### src/rtl/wsdf_pkg.sv
package wsdf_pkg;

    localparam logic [6:0] LEN_CODE_EXT16 = 7'd126;
    localparam logic [6:0] LEN_CODE_EXT64 = 7'd127;

    // one result beat as produced by the parser
    typedef struct packed {
        logic [7:0] data_byte;
        logic       has_data;
        logic [7:0] frame_header;
        logic       last_of_frame;
        logic       too_long_error;
    } wsdf_result_t;

endpackage

### src/rtl/wsdf_parser.sv
module wsdf_parser (
    input  logic                    aclk,
    input  logic                    aresetn,
    input  logic                    byte_valid,
    input  logic [7:0]              rx_byte,
    output logic                    res_valid,
    output wsdf_pkg::wsdf_result_t  res
);
    import wsdf_pkg::*;

    localparam logic [2:0] PH_HEADER  = 3'd0;
    localparam logic [2:0] PH_LENGTH  = 3'd1;
    localparam logic [2:0] PH_EXT_HI  = 3'd2;
    localparam logic [2:0] PH_EXT_LO  = 3'd3;
    localparam logic [2:0] PH_MASK    = 3'd4;
    localparam logic [2:0] PH_PAYLOAD = 3'd5;
    localparam logic [2:0] PH_HALTED  = 3'd6;

    logic [2:0]  phase_reg, phase_next;
    logic [7:0]  header_reg, header_next;
    logic        masked_reg, masked_next;
    logic [15:0] remain_reg, remain_next;
    logic [1:0]  keypos_reg, keypos_next;
    logic [7:0]  key_reg [4];
    logic        key_we;
    logic [6:0]  len_code;
    logic [15:0] remain_dec;

    assign len_code   = rx_byte[6:0];
    assign remain_dec = remain_reg - 16'd1;

    always_comb begin
        phase_next  = phase_reg;
        header_next = header_reg;
        masked_next = masked_reg;
        remain_next = remain_reg;
        keypos_next = keypos_reg;
        key_we      = 1'b0;
        res_valid   = 1'b0;
        res.data_byte      = 8'd0;
        res.has_data       = 1'b0;
        res.frame_header   = header_reg;
        res.last_of_frame  = 1'b0;
        res.too_long_error = 1'b0;

        unique case (phase_reg)
            PH_HEADER: begin
                header_next = rx_byte;
                masked_next = 1'b0;
                remain_next = 16'd0;
                keypos_next = 2'd0;
                phase_next  = PH_LENGTH;
            end
            PH_LENGTH: begin
                masked_next = rx_byte[7];
                if (len_code == LEN_CODE_EXT64) begin
                    phase_next         = PH_HALTED;
                    res_valid          = 1'b1;
                    res.too_long_error = 1'b1;
                end else if (len_code == LEN_CODE_EXT16) begin
                    phase_next = PH_EXT_HI;
                end else begin
                    remain_next = {9'd0, len_code};
                    keypos_next = 2'd0;
                    if (rx_byte[7]) begin
                        phase_next = PH_MASK;
                    end else if (len_code == 7'd0) begin
                        phase_next        = PH_HEADER;
                        res_valid         = 1'b1;
                        res.last_of_frame = 1'b1;
                    end else begin
                        phase_next = PH_PAYLOAD;
                    end
                end
            end
            PH_EXT_HI: begin
                remain_next = {rx_byte, 8'd0};
                phase_next  = PH_EXT_LO;
            end
            PH_EXT_LO: begin
                remain_next = remain_reg | {8'd0, rx_byte};
                keypos_next = 2'd0;
                if (masked_reg) begin
                    phase_next = PH_MASK;
                end else if ((remain_reg | {8'd0, rx_byte}) == 16'd0) begin
                    phase_next        = PH_HEADER;
                    res_valid         = 1'b1;
                    res.last_of_frame = 1'b1;
                end else begin
                    phase_next = PH_PAYLOAD;
                end
            end
            PH_MASK: begin
                key_we = 1'b1;
                if (keypos_reg != 2'd3) begin
                    keypos_next = keypos_reg + 2'd1;
                end else begin
                    keypos_next = 2'd0;
                    if (remain_reg == 16'd0) begin
                        phase_next        = PH_HEADER;
                        res_valid         = 1'b1;
                        res.last_of_frame = 1'b1;
                    end else begin
                        phase_next = PH_PAYLOAD;
                    end
                end
            end
            PH_PAYLOAD: begin
                res_valid         = 1'b1;
                res.has_data      = 1'b1;
                res.data_byte     = masked_reg ? (rx_byte ^ key_reg[keypos_reg]) : rx_byte;
                keypos_next       = keypos_reg + 2'd1;
                remain_next       = remain_dec;
                res.last_of_frame = (remain_dec == 16'd0);
                if (remain_dec == 16'd0) begin
                    phase_next = PH_HEADER;
                end
            end
            default: begin
                phase_next = PH_HALTED;
            end
        endcase

        if (!byte_valid) begin
            res_valid = 1'b0;
        end
    end

    always_ff @(posedge aclk) begin
        if (!aresetn) begin
            phase_reg  <= PH_HEADER;
            header_reg <= 8'd0;
            masked_reg <= 1'b0;
            remain_reg <= 16'd0;
            keypos_reg <= 2'd0;
        end else if (byte_valid) begin
            phase_reg  <= phase_next;
            header_reg <= header_next;
            masked_reg <= masked_next;
            remain_reg <= remain_next;
            keypos_reg <= keypos_next;
        end
    end

    // mask key: no reset, only read after the four key bytes of this frame
    always_ff @(posedge aclk) begin
        if (byte_valid && key_we) begin
            key_reg[keypos_reg] <= rx_byte;
        end
    end

    a_halt_sticky: assert property (@(posedge aclk) disable iff (!aresetn)
        (phase_reg == PH_HALTED) |=> (phase_reg == PH_HALTED))
        else $error("parser left halted state");

    a_halt_silent: assert property (@(posedge aclk) disable iff (!aresetn)
        (phase_reg == PH_HALTED) |-> !res_valid)
        else $error("result produced while halted");

    a_payload_nonzero: assert property (@(posedge aclk) disable iff (!aresetn)
        (phase_reg == PH_PAYLOAD) |-> (remain_reg != 16'd0))
        else $error("payload phase with zero remaining count");

endmodule

### src/rtl/websocket_frame_deframer_top.sv
// WebSocket frame deframer. Feed the received byte stream one byte per beat on
// the s_ channel; header, length, extended-length and mask-key bytes are absorbed
// and produce nothing, and every payload byte comes out on the m_ channel unmasked,
// with tlast on the final byte of its frame. A zero-length frame yields one beat
// with tuser.has_data low and tlast high. Length code 127 (64-bit length) yields
// one beat with tuser.too_long_error set; the block then swallows all further
// bytes until reset. Rate: one byte per clock while s_tready is high; each result
// is registered in the output register or skid entry. The parser decodes each byte
// combinationally, and a two-entry output register (main plus skid) lets input continue
// while a result waits on m_tready; s_tready drops only when both entries are full.
module websocket_frame_deframer_top (
    input  logic        aclk,
    input  logic        aresetn,
    // input stream
    input  logic        s_tvalid,
    output logic        s_tready,
    input  logic [7:0]  s_tdata,   // [7:0] rx_byte
    // result stream
    output logic        m_tvalid,
    input  logic        m_tready,
    output logic [15:0] m_tdata,   // [7:0] data_byte, [15:8] frame_header
    output logic        m_tlast,   // last_of_frame
    output logic [1:0]  m_tuser    // [0] has_data, [1] too_long_error
);
    import wsdf_pkg::*;

    logic         s_beat;
    logic         res_valid;
    wsdf_result_t res;

    // output register and skid entry
    logic         out_valid_reg, out_valid_next;
    logic         skid_valid_reg, skid_valid_next;
    wsdf_result_t out_reg, out_next;
    wsdf_result_t skid_reg, skid_next;
    logic         m_beat;
    logic         push;

    assign s_tready = !skid_valid_reg;
    assign s_beat   = s_tvalid && s_tready;

    wsdf_parser u_parser (
        .aclk       (aclk),
        .aresetn    (aresetn),
        .byte_valid (s_beat),
        .rx_byte    (s_tdata),
        .res_valid  (res_valid),
        .res        (res)
    );

    assign push   = res_valid;
    assign m_beat = out_valid_reg && m_tready;

    always_comb begin
        out_valid_next  = out_valid_reg;
        skid_valid_next = skid_valid_reg;
        out_next        = out_reg;
        skid_next       = skid_reg;
        if (m_beat) begin
            if (skid_valid_reg) begin
                // skid moves up; a new result takes the freed skid slot
                out_next        = skid_reg;
                skid_valid_next = push;
                skid_next       = res;
            end else begin
                out_valid_next = push;
                out_next       = res;
            end
        end else if (push) begin
            if (!out_valid_reg) begin
                out_valid_next = 1'b1;
                out_next       = res;
            end else begin
                skid_valid_next = 1'b1;
                skid_next       = res;
            end
        end
    end

    always_ff @(posedge aclk) begin
        if (!aresetn) begin
            out_valid_reg  <= 1'b0;
            skid_valid_reg <= 1'b0;
        end else begin
            out_valid_reg  <= out_valid_next;
            skid_valid_reg <= skid_valid_next;
        end
    end

    always_ff @(posedge aclk) begin
        out_reg  <= out_next;
        skid_reg <= skid_next;
    end

    assign m_tvalid = out_valid_reg;
    assign m_tdata  = {out_reg.frame_header, out_reg.data_byte};
    assign m_tlast  = out_reg.last_of_frame;
    assign m_tuser  = {out_reg.too_long_error, out_reg.has_data};

    a_skid_behind_out: assert property (@(posedge aclk) disable iff (!aresetn)
        skid_valid_reg |-> out_valid_reg)
        else $error("skid entry valid with empty output register");

    a_drain_keeps_out: assert property (@(posedge aclk) disable iff (!aresetn)
        (out_valid_reg && skid_valid_reg && m_tready) |=> out_valid_reg)
        else $error("skid entry lost on drain");

    a_error_beat: assert property (@(posedge aclk) disable iff (!aresetn)
        (m_tvalid && m_tuser[1]) |-> (!m_tuser[0] && !m_tlast && m_tdata[7:0] == 8'd0))
        else $error("error beat carries data or last");

    a_empty_data_zero: assert property (@(posedge aclk) disable iff (!aresetn)
        (m_tvalid && !m_tuser[0]) |-> (m_tdata[7:0] == 8'd0))
        else $error("data byte nonzero without has_data");

endmodule

### config.mk
export PLATFORM = sky130hd
export DESIGN_NAME = websocket_frame_deframer_top
export DESIGN_NICKNAME = d
export VERILOG_FILES = /design/src/rtl/wsdf_pkg.sv /design/src/rtl/wsdf_parser.sv /design/src/rtl/websocket_frame_deframer_top.sv
export SDC_FILE = /design/constraint.sdc
export NUM_CORES = 1
export LEC_CHECK = 0
export CAP_MARGIN = 20
export CELL_PAD_IN_SITES_DETAIL_PLACEMENT = 2
export CELL_PAD_IN_SITES_GLOBAL_PLACEMENT = 2
export CORE_ASPECT_RATIO = 0.5
export CORE_MARGIN = 1.5
export CORE_UTILIZATION = 38
export DETAILED_ROUTE_END_ITERATION = 7
export DONT_BUFFER_PORTS = 1
export PLACE_DENSITY_LB_ADDON = 0.1
export SLEW_MARGIN = 20
export SYNTH_ARGS = -nofsm -noshare
export SYNTH_HDL_FRONTEND = slang
export SYNTH_SLANG_ARGS = --single-unit
export TNS_END_PERCENT = 30
### constraint.sdc
create_clock -name aclk -period 3.3 [get_ports aclk]
set_input_delay 0.825 -clock aclk [delete_from_list [all_inputs] [get_ports aclk]]
set_output_delay 0.825 -clock aclk [all_outputs]
set_load 0.02 [all_outputs]
==> results.md, run 1 <==
- Final setup fails: 0
- Worst-path fanout max: 9
- Buffers added on ports: 0
- Synth cell count leaders: 70 x edfxtp_1, 70 x nand2_1, 34 x dfxtp_1
- Post-synth cell types: 56
- Total track usage: 0.241
- Initial antenna violation count: 0
- Via count: 3704
- Core ar.: 12800 sq um
- Hold buffer count at cts: 0
- Clock tree buffer depth: 2
- Gr ovfl total: 0
- Final Hold Vio Count: 0
- Die ar.: 13900 sq um
- Reg area: 2780 sq um
- Synth-to-layout area growth: 11.2%
- Post-DRT Antenna Nets: 0
- CTS tree: yes
- Startpoint Class: flip-flop
- Mapped Cells: 458
- Die width: 165 microns
- # DRC: 0
- Final period utilization: 0.901
- WS Path Type: flip-flop to flip-flop
- Slowest cell on crit path: or4_1
- Fraction of the mapped netlist area in compound gates: 0.124
- Worst slew pin tran: 0.631 ns
- Initial DRC count: 198
- CP Data Arrival Time: 3.16 ns
- Largest family of logic cells by synthesized area: simple AND/OR/NAND/NOR gates
- Biggest area consumer among synthesized cells: edfxtp_1
- Crit-path leading delay family: simple AND/OR/NAND/NOR gates
- Min Tclk post-route: 2.97 ns
- CTS H-tree depth: 3
- Leak pwr: 0.00187 uW
- Clock slew at reported path FFs: 0.08 ns
- Hold_ws: 0.495 ns
- Nets: 478
- # rows: 29
- First-pass GRT wire length: 24600 microns
- Via density per instance: 5.83
- Post-CTS sizing: 0
- CTS Sinks: 104
- Starting Density: 0.392
- Final Core Density: 0.436
- Inserted Clock Buffers: 9
- Largest net degree at the start of global routing: 35
- Synth Area in Simple Gates: 0.186
- Clock Latency Late Sink: 0.35 ns
- Worst Hold Class: flip-flop to flip-flop
- Max-cap check violation count: 0
- Max stage delay on crit path: 0.57 ns
- Final WL: 15700 microns
- Slew Limit Headroom: 0.579
- Maximum clock rate: 336 MHz
- Ports: 33
- Post-synthesis adder-cell area fraction: 0.0150
- Crit. End Element: flip-flop
- Setup repair bufs after CTS: 0
- Top cell type's share of synthesized area: 0.420
- Syn_nets: 476
- Synth warn: 0
- CP required: 3.49 ns
- PwrDens: 567 nW/um^2
- Synth Flop Type: edfxtp_1
- Layout fillers: 1293
- Asr flop ratio synth: 0
- Vias in the first global route: 4058
- Max-slew violations: 0
- Ant diodes: 0
- Largest cells by area after synthesis: edfxtp_1 42%, dfxtp_1 14%, nand2_1 5.2%
- RePlAce Congestion: 0.824
- Worst Path Buf+Inv: 1
- Post-synthesis area per instance: 10.9 sq um
- Post-synthesis cell area: 5010 sq um
- Unrepaired setup endpoints after global routing: no
- Area occupied by multi-input gates: 2070 sq um
- Drt pass-1 iters: 4
- Die H: 84.2 microns
- Status: finished clean
- Number of synthesized register bits: 104
- Max FFs per register: 32
- Maximum VDD drop: 0.000237 V
- Mux cell area share after synthesis: 0.0540
- Sequential area share after synthesis: 0.556
- HPWL Detailed: 11000 microns
- Avg WL per Cell: 24.7 microns
- Share of cells above drive strength 1: 0.105
- Crit-path cells: inv_1 -> ha_1 -> or3b_1 -> nor3_1 -> xor2_1 -> or4b_1 -> or4_1 -> a31oi_1
- XOR/XNOR Fraction of Synth Area: 0.0332
- Root Driver: clkbuf_16
- Number of synthesized flops with an enable pin: 70
- Final Skew: 0.00806 ns
worst register-to-register path: cells and delay by family, from the launching register on:
family	cells	cell delay [ns]
adders and majority gates	1	0.20
and+or+nand+nor	4	1.76
buffers and inverters	1	0.09
DFF	1	0.40
xor gates and xnor gates	1	0.14
AOI/OAI and AO/OA	1	0.22
metrics by stage:
stage / area, sq um / cells / TNS, ns / power [uW] / worst slack [ns]
6_report: 5570 / 635 / 0 / 3160 / 0.328
5_1_grt: 5570 / 635 / 0 / 3300 / 0.120
4_1_cts: 5570 / 635 / 0 / 3190 / 0.324
3_5_place_dp: 5250 / 619 / 0 / 2030 / 0.174
3_3_place_gp: 5250 / 619 / 0 / 2010 / 0.395
2_1_floorplan: 5010 / 458 / -0.218 / 1870 / -0.0115
routing by layer:
metal,GRT usage,vias to the layer above,share of wire
met5,0,-,0
met4,0.0528,0,0.0092
met3,0.0484,14,0.051
met2,0.413,88,0.50
met1,0.317,1915,0.44
li1,-,1687,-
placed cells by master, fill, tap and decap left out, types with 7 or more instances in the layout:
cell type and count:
clkbuf_16 9, inv_1 8, a21oi_1 15, mux2i_1 8, o21ai_0 11, o31ai_1 10, dfxtp_1 34, mux4_2 8
xor2_1 13, o21ai_1 7, nor4_1 8, nor2_1 21, buf_4 20, edfxtp_1 70, a22oi_1 16, nor2b_1 28
nor3_1 12, and2_1 7, nand2_1 70
report_power, final:
group,switching (uW),total [uW],internal [uW]
logic,300,503,202
registers,65.8,1500,1440
clock network,541,1150,612
layout make-up:
type / count / share of cell area
tap: 170 / 0.0382
sequential: 104 / 0.500
clock inverter: 7 / 0.0177
multi-input combinational: 316 / 0.371
clock buffer: 9 / 0.0404
inverter: 9 / 0.00606
timing repair buffer: 20 / 0.0270
logic make-up after synthesis:
family / Yosys count
AOI/OAI and AO/OA: 92
adders and majority gates: 6
buffers and inverters: 38
DFF: 104
and+or+nand+nor: 182
muxes: 17
xor gates and xnor gates: 19
worst paths after layout:
kind,from,endpoint,slack [ns],cells after the start
worst max register to register,u_parser.remain_reg[0]$_SDFFE_PN0P_,m_tlast$_DFFE_PP_,0.33,8
worst min register to register,u_parser.header_reg[7]$_SDFFE_PN0P_,skid_reg[9]$_DFFE_PP_,0.50,0
worst min-delay path,u_parser.header_reg[7]$_SDFFE_PN0P_,skid_reg[9]$_DFFE_PP_,0.50,0
worst max-delay path,u_parser.remain_reg[0]$_SDFFE_PN0P_,m_tlast$_DFFE_PP_,0.33,8
Power figures use the tool's default switching activity.
==> run 2: changes to the inputs <==
--- a/config.mk
+++ b/config.mk
@@ -11,9 +11,11 @@
 export CORE_ASPECT_RATIO = 0.5
 export CORE_MARGIN = 1.5
 export CORE_UTILIZATION = 38
+export CTS_CLUSTER_SIZE = 28
 export DETAILED_ROUTE_END_ITERATION = 7
 export DONT_BUFFER_PORTS = 1
 export PLACE_DENSITY_LB_ADDON = 0.1
+export REMOVE_ABC_BUFFERS = 1
 export SLEW_MARGIN = 20
 export SYNTH_ARGS = -nofsm -noshare
 export SYNTH_HDL_FRONTEND = slang
==> results.md, run 2 (synthesized netlist as in run 1, its figures left out) <==
- Post-CTS sizing: 0 (unchanged)
- Ports: 33 (unchanged)
- Hold Path End: skid_reg[2]$_DFFE_PP_ (was skid_reg[9]$_DFFE_PP_)
- CP Data Arrival Time: 3.06 ns (was 3.16 ns)
- Hold Path Depth: 0 (unchanged)
- Max FFs per register: 32 (unchanged)
- PwrDens: 572 nW/um^2 (was 567 nW/um^2)
- Vias in the first global route: 4116 (was 4058)
- Gate power share: 0.159 (about the same)
- Switch Pwr: 921 uW (was 907 uW)
- Die width: 165 microns (unchanged)
- WS Path Type: flip-flop to flip-flop (unchanged)
- Drt pass-1 iters: 4 (unchanged)
- Crit. End Element: flip-flop (unchanged)
- Die ar.: 13900 sq um (unchanged)
- Post-Layout Cell Count: 632 (was 635)
- Post-DRT Antenna Nets: 0 (unchanged)
- Worst Hold Class: flip-flop to flip-flop (unchanged)
- Maximum VDD drop: 0.000245 V (was 0.000237 V)
- Inserted Clock Buffers: 9 (unchanged)
- # rows: 29 (unchanged)
- Core ar.: 12800 sq um (unchanged)
- Final Hold Vio Count: 0 (unchanged)
- Final period utilization: 0.899 (was 0.901)
- Final setup fails: 0 (unchanged)
- HPWL Detailed: 10500 microns (was 11000 microns)
- Ant diodes: 0 (unchanged)
- Sw Ratio: 0.291 (was 0.287)
- Setup WS post-layout: 0.334 ns (was 0.328 ns)
- Clock slew at reported path FFs: 0.08 ns (about the same)
- Gr ovfl total: 0 (unchanged)
- Placed Area: 5220 sq um (was 5250 sq um)
- Final WL: 15600 microns (was 15700 microns)
- Min Tclk post-route: 2.97 ns (about the same)
- Largest net degree at the start of global routing: 35 (unchanged)
- Hold buffer count at cts: 0 (unchanged)
- Buffers added on ports: 0 (unchanged)
- Synth-to-layout area growth: 10.7% (was 11.2%)
- Root Driver: clkbuf_16 (unchanged)
- Hold_ws: 0.487 ns (was 0.495 ns)
- First-pass GRT wire length: 24500 microns (was 24600 microns)
- Hold path start: u_parser.header_reg[0]$_SDFFE_PN0P_ (was u_parser.header_reg[7]$_SDFFE_PN0P_)
- # DRC: 0 (unchanged)
- Via density per instance: 5.85 (was 5.83)
- Starting Density: 0.392 (unchanged)
- Setup repair bufs after CTS: 0 (unchanged)
- Pint: 2250 uW (about the same)
- Initial antenna violation count: 0 (unchanged)
- CTS Sinks: 104 (unchanged)
- R2r setup slk: 0.33 ns (about the same)
- Unrepaired setup endpoints after global routing: no (unchanged)
- Setup TNS: 0 ns (unchanged)
- R2R Path Start: u_parser.remain_reg[1]$_SDFFE_PN0P_ (was u_parser.remain_reg[0]$_SDFFE_PN0P_)
- CP required: 3.40 ns (was 3.49 ns)
- Share of cells above drive strength 1: 0.0996 (was 0.105)
- Flop pwr share: 0.473 (was 0.476)
- Slew Limit Headroom: 0.532 (was 0.579)
- Avg WL per Cell: 24.7 microns (about the same)
- Maximum clock rate: 337 MHz (was 336 MHz)
- Worst-path fanout max: 19 (was 9)
- Final instance area: 5540 sq um (was 5570 sq um)
- Clock Latency Late Sink: 0.37 ns (was 0.35 ns)
- Nets: 475 (was 478)
- Max-cap check violation count: 0 (unchanged)
- RePlAce Congestion: 0.851 (was 0.824)
- Initial DRC count: 212 (was 198)
- Total track usage: 0.240 (was 0.241)
- Worst setup startpoint: u_parser.remain_reg[1]$_SDFFE_PN0P_ (was u_parser.remain_reg[0]$_SDFFE_PN0P_)
- Final Skew: 0.0116 ns (was 0.00806 ns)
- Clock tree buffer depth: 2 (unchanged)
- Max-slew violations: 0 (unchanged)
- Via count: 3698 (was 3704)
- Die H: 84.2 microns (unchanged)
- Placed Instances: 616 (was 619)
- RR Endpoint: skid_reg[1]$_DFFE_PP_ (was m_tlast$_DFFE_PP_)
- CTS tree: yes (unchanged)
- Status: finished clean (unchanged)
- Leak pwr: 0.00186 uW (was 0.00187 uW)
- Clock network fraction of design power: 0.368 (was 0.365)
- Worst slew pin tran: 0.685 ns (was 0.631 ns)
- Place WS: 0.299 ns (was 0.174 ns)
- Commonest non-fill, non-tap cells in the layout: 70 x nand2_1, 70 x edfxtp_1, 34 x dfxtp_1 (unchanged)
- R2R depth: 11 (was 8)
- Startpoint Class: flip-flop (unchanged)
- CTS H-tree depth: 3 (unchanged)
## run 2: power by group through the flow
stage | sequential, uW | combinational [uW] | clock, uW
2_1_floorplan | 1520 | 321 | 0
3_3_place_gp | 1520 | 475 | 0
3_5_place_dp | 1530 | 493 | 0
4_1_cts | 1500 | 503 | 1190
5_1_grt | 1510 | 550 | 1250
6_report | 1500 | 504 | 1170
## run 2: metal layers
| metal | up-vias | GRT usage | routed length (microns) |
|---|---|---|---|
| met5 | - | 0 | 0 |
| met4 | 0 | 0.0649 | 222 |
| met3 | 19 | 0.0455 | 490 |
| met2 | 74 | 0.408 | 7760 |
| met1 | 1923 | 0.315 | 7160 |
| li1 | 1682 | - | - |
## run 2: final cells by class
cell class	instances	area [sq um]
clock buffer	9	225
clock inverter	7	95.1
fill	1319	7230
inverter	9	33.8
multi-input combinational	316	2070
sequential	104	2780
tap	170	213
timing repair buffer	17	128
## run 2: worst max-delay path by stage
stage / to / cells past startpoint
floorplan: m_tdata[0]$_DFFE_PP_ / 8
global placement: skid_reg[14]$_DFFE_PP_ / 7
detailed placement: m_tdata[0]$_DFFE_PP_ / 7
CTS: m_tlast$_DFFE_PP_ / 8
global route: skid_reg[1]$_DFFE_PP_ / 11
finish: skid_reg[1]$_DFFE_PP_ / 11
## run 2: per-stage QoR
step / total power, uW / utilization
2_1_floorplan: 1840 / -
3_3_place_gp: 2000 / 0.409
3_5_place_dp: 2020 / 0.409
4_1_cts: 3190 / 0.434
5_1_grt: 3300 / 0.434
6_report: 3170 / 0.434
## run 2: worst max-delay path: stages, from the launching register on
cell and delay, ns:
dfxtp_1 0.48, inv_1 0.11, ha_1 0.23, nor3b_1 0.15
buf_4 0.16, nand3_1 0.17, nor4_1 0.08, buf_4 0.16
a2111oi_0 0.55, o22a_1 0.28, o21ai_1 0.08, buf_4 0.25
==> run 3: changes to the inputs <==
--- a/config.mk
+++ b/config.mk
@@ -10,7 +10,7 @@
 export CELL_PAD_IN_SITES_GLOBAL_PLACEMENT = 2
 export CORE_ASPECT_RATIO = 0.5
 export CORE_MARGIN = 1.5
-export CORE_UTILIZATION = 38
+export CORE_UTILIZATION = 39
 export CTS_CLUSTER_SIZE = 28
 export DETAILED_ROUTE_END_ITERATION = 7
 export DONT_BUFFER_PORTS = 1
@@ -19,5 +19,6 @@
 export SLEW_MARGIN = 20
 export SYNTH_ARGS = -nofsm -noshare
 export SYNTH_HDL_FRONTEND = slang
+export SYNTH_HIERARCHICAL = 1
 export SYNTH_SLANG_ARGS = --single-unit
 export TNS_END_PERCENT = 30
==> results.md, run 3 <==
- Synth warn: 6 (was 0)
- Root Driver: clkbuf_16 (unchanged)
- Max-cap check violation count: 0 (unchanged)
- Setup TNS: 0 ns (unchanged)
- Biggest area consumer among synthesized cells: edfxtp_1 (unchanged)
- Min Tclk post-route: 2.81 ns (was 2.97 ns)
- Startpoint Class: flip-flop (unchanged)
- Number of synthesized register bits: 104 (unchanged)
- Max-slew violations: 0 (unchanged)
- Largest net degree at the start of global routing: 26 (was 35)
- # rows: 29 (unchanged)
- Slew Limit Headroom: 0.323 (was 0.532)
- Commonest non-fill, non-tap cell in the layout: edfxtp_1
- Crit. End Element: flip-flop (unchanged)
- Hold Path End: skid_reg[6]$_DFFE_PP_ (was skid_reg[2]$_DFFE_PP_)
- Unrepaired setup endpoints after global routing: no (unchanged)
- Core ar.: 12700 sq um (was 12800 sq um)
- Post-synth cell types: 60 (was 56)
- R2R depth: 10 (was 11)
- Final Skew: 0.0116 ns (about the same)
- Share of cells above drive strength 1: 0.163 (was 0.0996)
- Inserted Clock Buffers: 9 (unchanged)
- # DRC: 0 (unchanged)
- Synth-to-layout area growth: 9.46% (was 10.7%)
- Post-DRT Antenna Nets: 0 (unchanged)
- Clock tree buffer depth: 2 (unchanged)
- Setup repair bufs after CTS: 0 (unchanged)
- Post-Layout Cell Count: 612 (was 632)
- Largest cells by area after synthesis: edfxtp_1 41%, dfxtp_1 13%, mux4_2 3.5% (was edfxtp_1 42%, dfxtp_1 14%, nand2_1 5.2%)
- Status: finished clean (unchanged)
- Hold Path Depth: 0 (unchanged)
- Clock slew at reported path FFs: 0.08 ns (about the same)
- Final WL: 14200 microns (was 15600 microns)
- RePlAce Congestion: 0.793 (was 0.851)
- WS Path Type: flip-flop to flip-flop (unchanged)
- R2r setup slk: 0.49 ns (was 0.33 ns)
- PwrDens: 505 nW/um^2 (was 572 nW/um^2)
- Hold buffer count at cts: 0 (unchanged)
- Crit-path cells: inv_1 -> ha_1 -> nor3b_2 -> buf_4 -> a32o_1 -> a22oi_1 -> a2111oi_2 -> mux2i_1 -> o21bai_1 -> mux2_2 (was inv_1 -> ha_1 -> nor3b_1 -> buf_4 -> nand3_1 -> nor4_1 -> buf_4 -> a2111oi_0 -> o22a_1 -> o21ai_1 -> buf_4)
- Synth cell count leaders: 70 x edfxtp_1, 48 x nand2_1, 36 x nor2_1 (was 70 x edfxtp_1, 70 x nand2_1, 34 x dfxtp_1)
- Commonest non-fill, non-tap cells in the layout: 70 x edfxtp_1, 48 x nand2_1, 36 x nor2_1 (was 70 x nand2_1, 70 x edfxtp_1, 34 x dfxtp_1)
- Die width: 165 microns (about the same)
- Nets: 456 (was 475)
- Vias in the first global route: 3855 (was 4116)
- CP required: 3.53 ns (was 3.40 ns)
- RR Endpoint: m_tlast$_DFFE_PP_ (was skid_reg[1]$_DFFE_PP_)
- Ports: 33 (unchanged)
- Post-synthesis cell area: 5120 sq um (was 5010 sq um)
- Ant diodes: 0 (unchanged)
- Buffers added on ports: 0 (unchanged)
- Post-synthesis area per instance: 11.7 sq um (was 10.9 sq um)
- Maximum clock rate: 356 MHz (was 337 MHz)
- Clock Latency Late Sink: 0.35 ns (was 0.37 ns)
- Final Hold Vio Count: 0 (unchanged)
- Asr flop ratio synth: 0 (unchanged)
- Maximum VDD drop: 0.000266 V (was 0.000245 V)
- Post-CTS sizing: 0 (unchanged)
- Via density per instance: 5.72 (was 5.85)
- Starting Density: 0.402 (was 0.392)
- Slowest cell on crit path: a2111oi_2 (was a2111oi_0)
- Die ar.: 13900 sq um (about the same)
- Total track usage: 0.220 (was 0.240)
- Initial DRC count: 248 (was 212)
- Hold path start: u_parser/header_reg[4]$_SDFFE_PN0P_ (was u_parser.header_reg[0]$_SDFFE_PN0P_)
- Max FFs per register: 32 (unchanged)
- HPWL Detailed: 9900 microns (was 10500 microns)
- Final setup fails: 0 (unchanged)
- Mapped Cells: 438 (was 458)
- First-pass GRT wire length: 22600 microns (was 24500 microns)
- Placed Instances: 596 (was 616)
- Initial antenna violation count: 0 (unchanged)
- CTS tree: yes (unchanged)
- Worst Hold Class: flip-flop to flip-flop (unchanged)
- CTS Sinks: 104 (unchanged)
- Top cell type's share of synthesized area: 0.411 (was 0.420)
- CP Data Arrival Time: 3.04 ns (was 3.06 ns)
- Worst slew pin tran: 1.02 ns (was 0.685 ns)
- Number of synthesized flops with an enable pin: 70 (unchanged)
- Top-count cell post-synth: edfxtp_1
- Leak pwr: 0.00196 uW (was 0.00186 uW)
- Via count: 3498 (was 3698)
- Max stage delay on crit path: 0.55 ns (about the same)
- Synth Flop Type: edfxtp_1 (unchanged)
- Gr ovfl total: 0 (unchanged)
- CTS H-tree depth: 3 (unchanged)
- Worst-path fanout max: 13 (was 19)
- Final period utilization: 0.852 (was 0.899)
- R2R Path Start: u_parser/remain_reg[1]$_SDFFE_PN0P_ (was u_parser.remain_reg[1]$_SDFFE_PN0P_)
- Die H: 84 microns (was 84.2 microns)
- Avg WL per Cell: 23.2 microns (was 24.7 microns)
- Drt pass-1 iters: 4 (unchanged)
- Sequential area share after synthesis: 0.544 (was 0.556)
==> run 3: critical path: cells and delay by family (launching register included) <==
| family | cells | cell delay [ns] |
|---|---|---|
| AO/OA/AOI/OAI | 4 | 1.03 |
| buffers and inverters | 2 | 0.33 |
| adder cells (fa/ha/maj) | 1 | 0.42 |
| AND/OR/NAND/NOR | 1 | 0.25 |
| multiplexers | 2 | 0.33 |
| flip-flops | 1 | 0.32 |
==> run 3: cells by family (layout without fill, tap and decap cells) <==
group	count (synthesis)	count (layout)	synth area share
xor+xnor	21	21	0.0359
simple gates	155	155	0.158
fa+ha+maj	7	7	0.0171
buf+inv	36	40	0.0399
compound gates	82	82	0.109
mux	33	33	0.0966
flops	104	104	0.544
==> run 3: through the flow <==
| stage | setup slack [ns] | hold WS (ns) | utilization | power, uW | cell area [sq um] |
|---|---|---|---|---|---|
| 3_3_place_gp | 0.501 | 0.436 | 0.414 | 1690 | 5280 |
| 3_5_place_dp | 0.419 | 0.452 | 0.414 | 1710 | 5280 |
| 5_1_grt | 0.238 | 0.479 | 0.440 | 2940 | 5600 |
| 4_1_cts | 0.513 | 0.460 | 0.440 | 2860 | 5600 |
| 2_1_floorplan | 0.124 | 0.424 | - | 1620 | 4940 |
| 6_report | 0.489 | 0.463 | 0.440 | 2830 | 5600 |
==> run 3: metal layers <==
metal	vias up	share of wire	GRT usage	wire length, microns
li1	1608	-	-	-
met1	1823	0.46	0.289	6480
met2	52	0.50	0.371	7080
met3	15	0.035	0.0437	491
met4	0	0.011	0.0516	162
met5	-	0	0	0
==> run 3: cell type report <==
cell class | instances | area (sq um)
fill | 1290 | 7130
sequential | 104 | 2780
multi-input combinational | 298 | 2130
clock buffer | 9 | 225
tap | 170 | 213
timing repair buffer | 16 | 120
clock inverter | 7 | 97.6
inverter | 8 | 30.0
==> run 3: worst max path at each step <==
stage,start,slack [ns],cells past startpoint,to
after floorplan,s_tdata[1],0.12,8,skid_reg[0]$_DFFE_PP_
final,u_parser/remain_reg[1]$_SDFFE_PN0P_,0.49,10,m_tlast$_DFFE_PP_
after global routing,u_parser/remain_reg[6]$_SDFFE_PN0P_,0.24,6,m_tdata[10]$_DFFE_PP_
after CTS,u_parser/remain_reg[6]$_SDFFE_PN0P_,0.51,6,m_tdata[10]$_DFFE_PP_
after global placement,s_tdata[1],0.50,7,m_tdata[1]$_DFFE_PP_
after detailed placement,s_tdata[1],0.42,7,m_tdata[1]$_DFFE_PP_
==> run 3: report_power, final <==
group / leakage (uW) / total, uW / internal (uW) / switching, uW
combinational: 0.000893 / 237 / 96.5 / 141
clock: 0.000157 / 1150 / 612 / 540
sequential: 0.000914 / 1440 / 1410 / 29.7
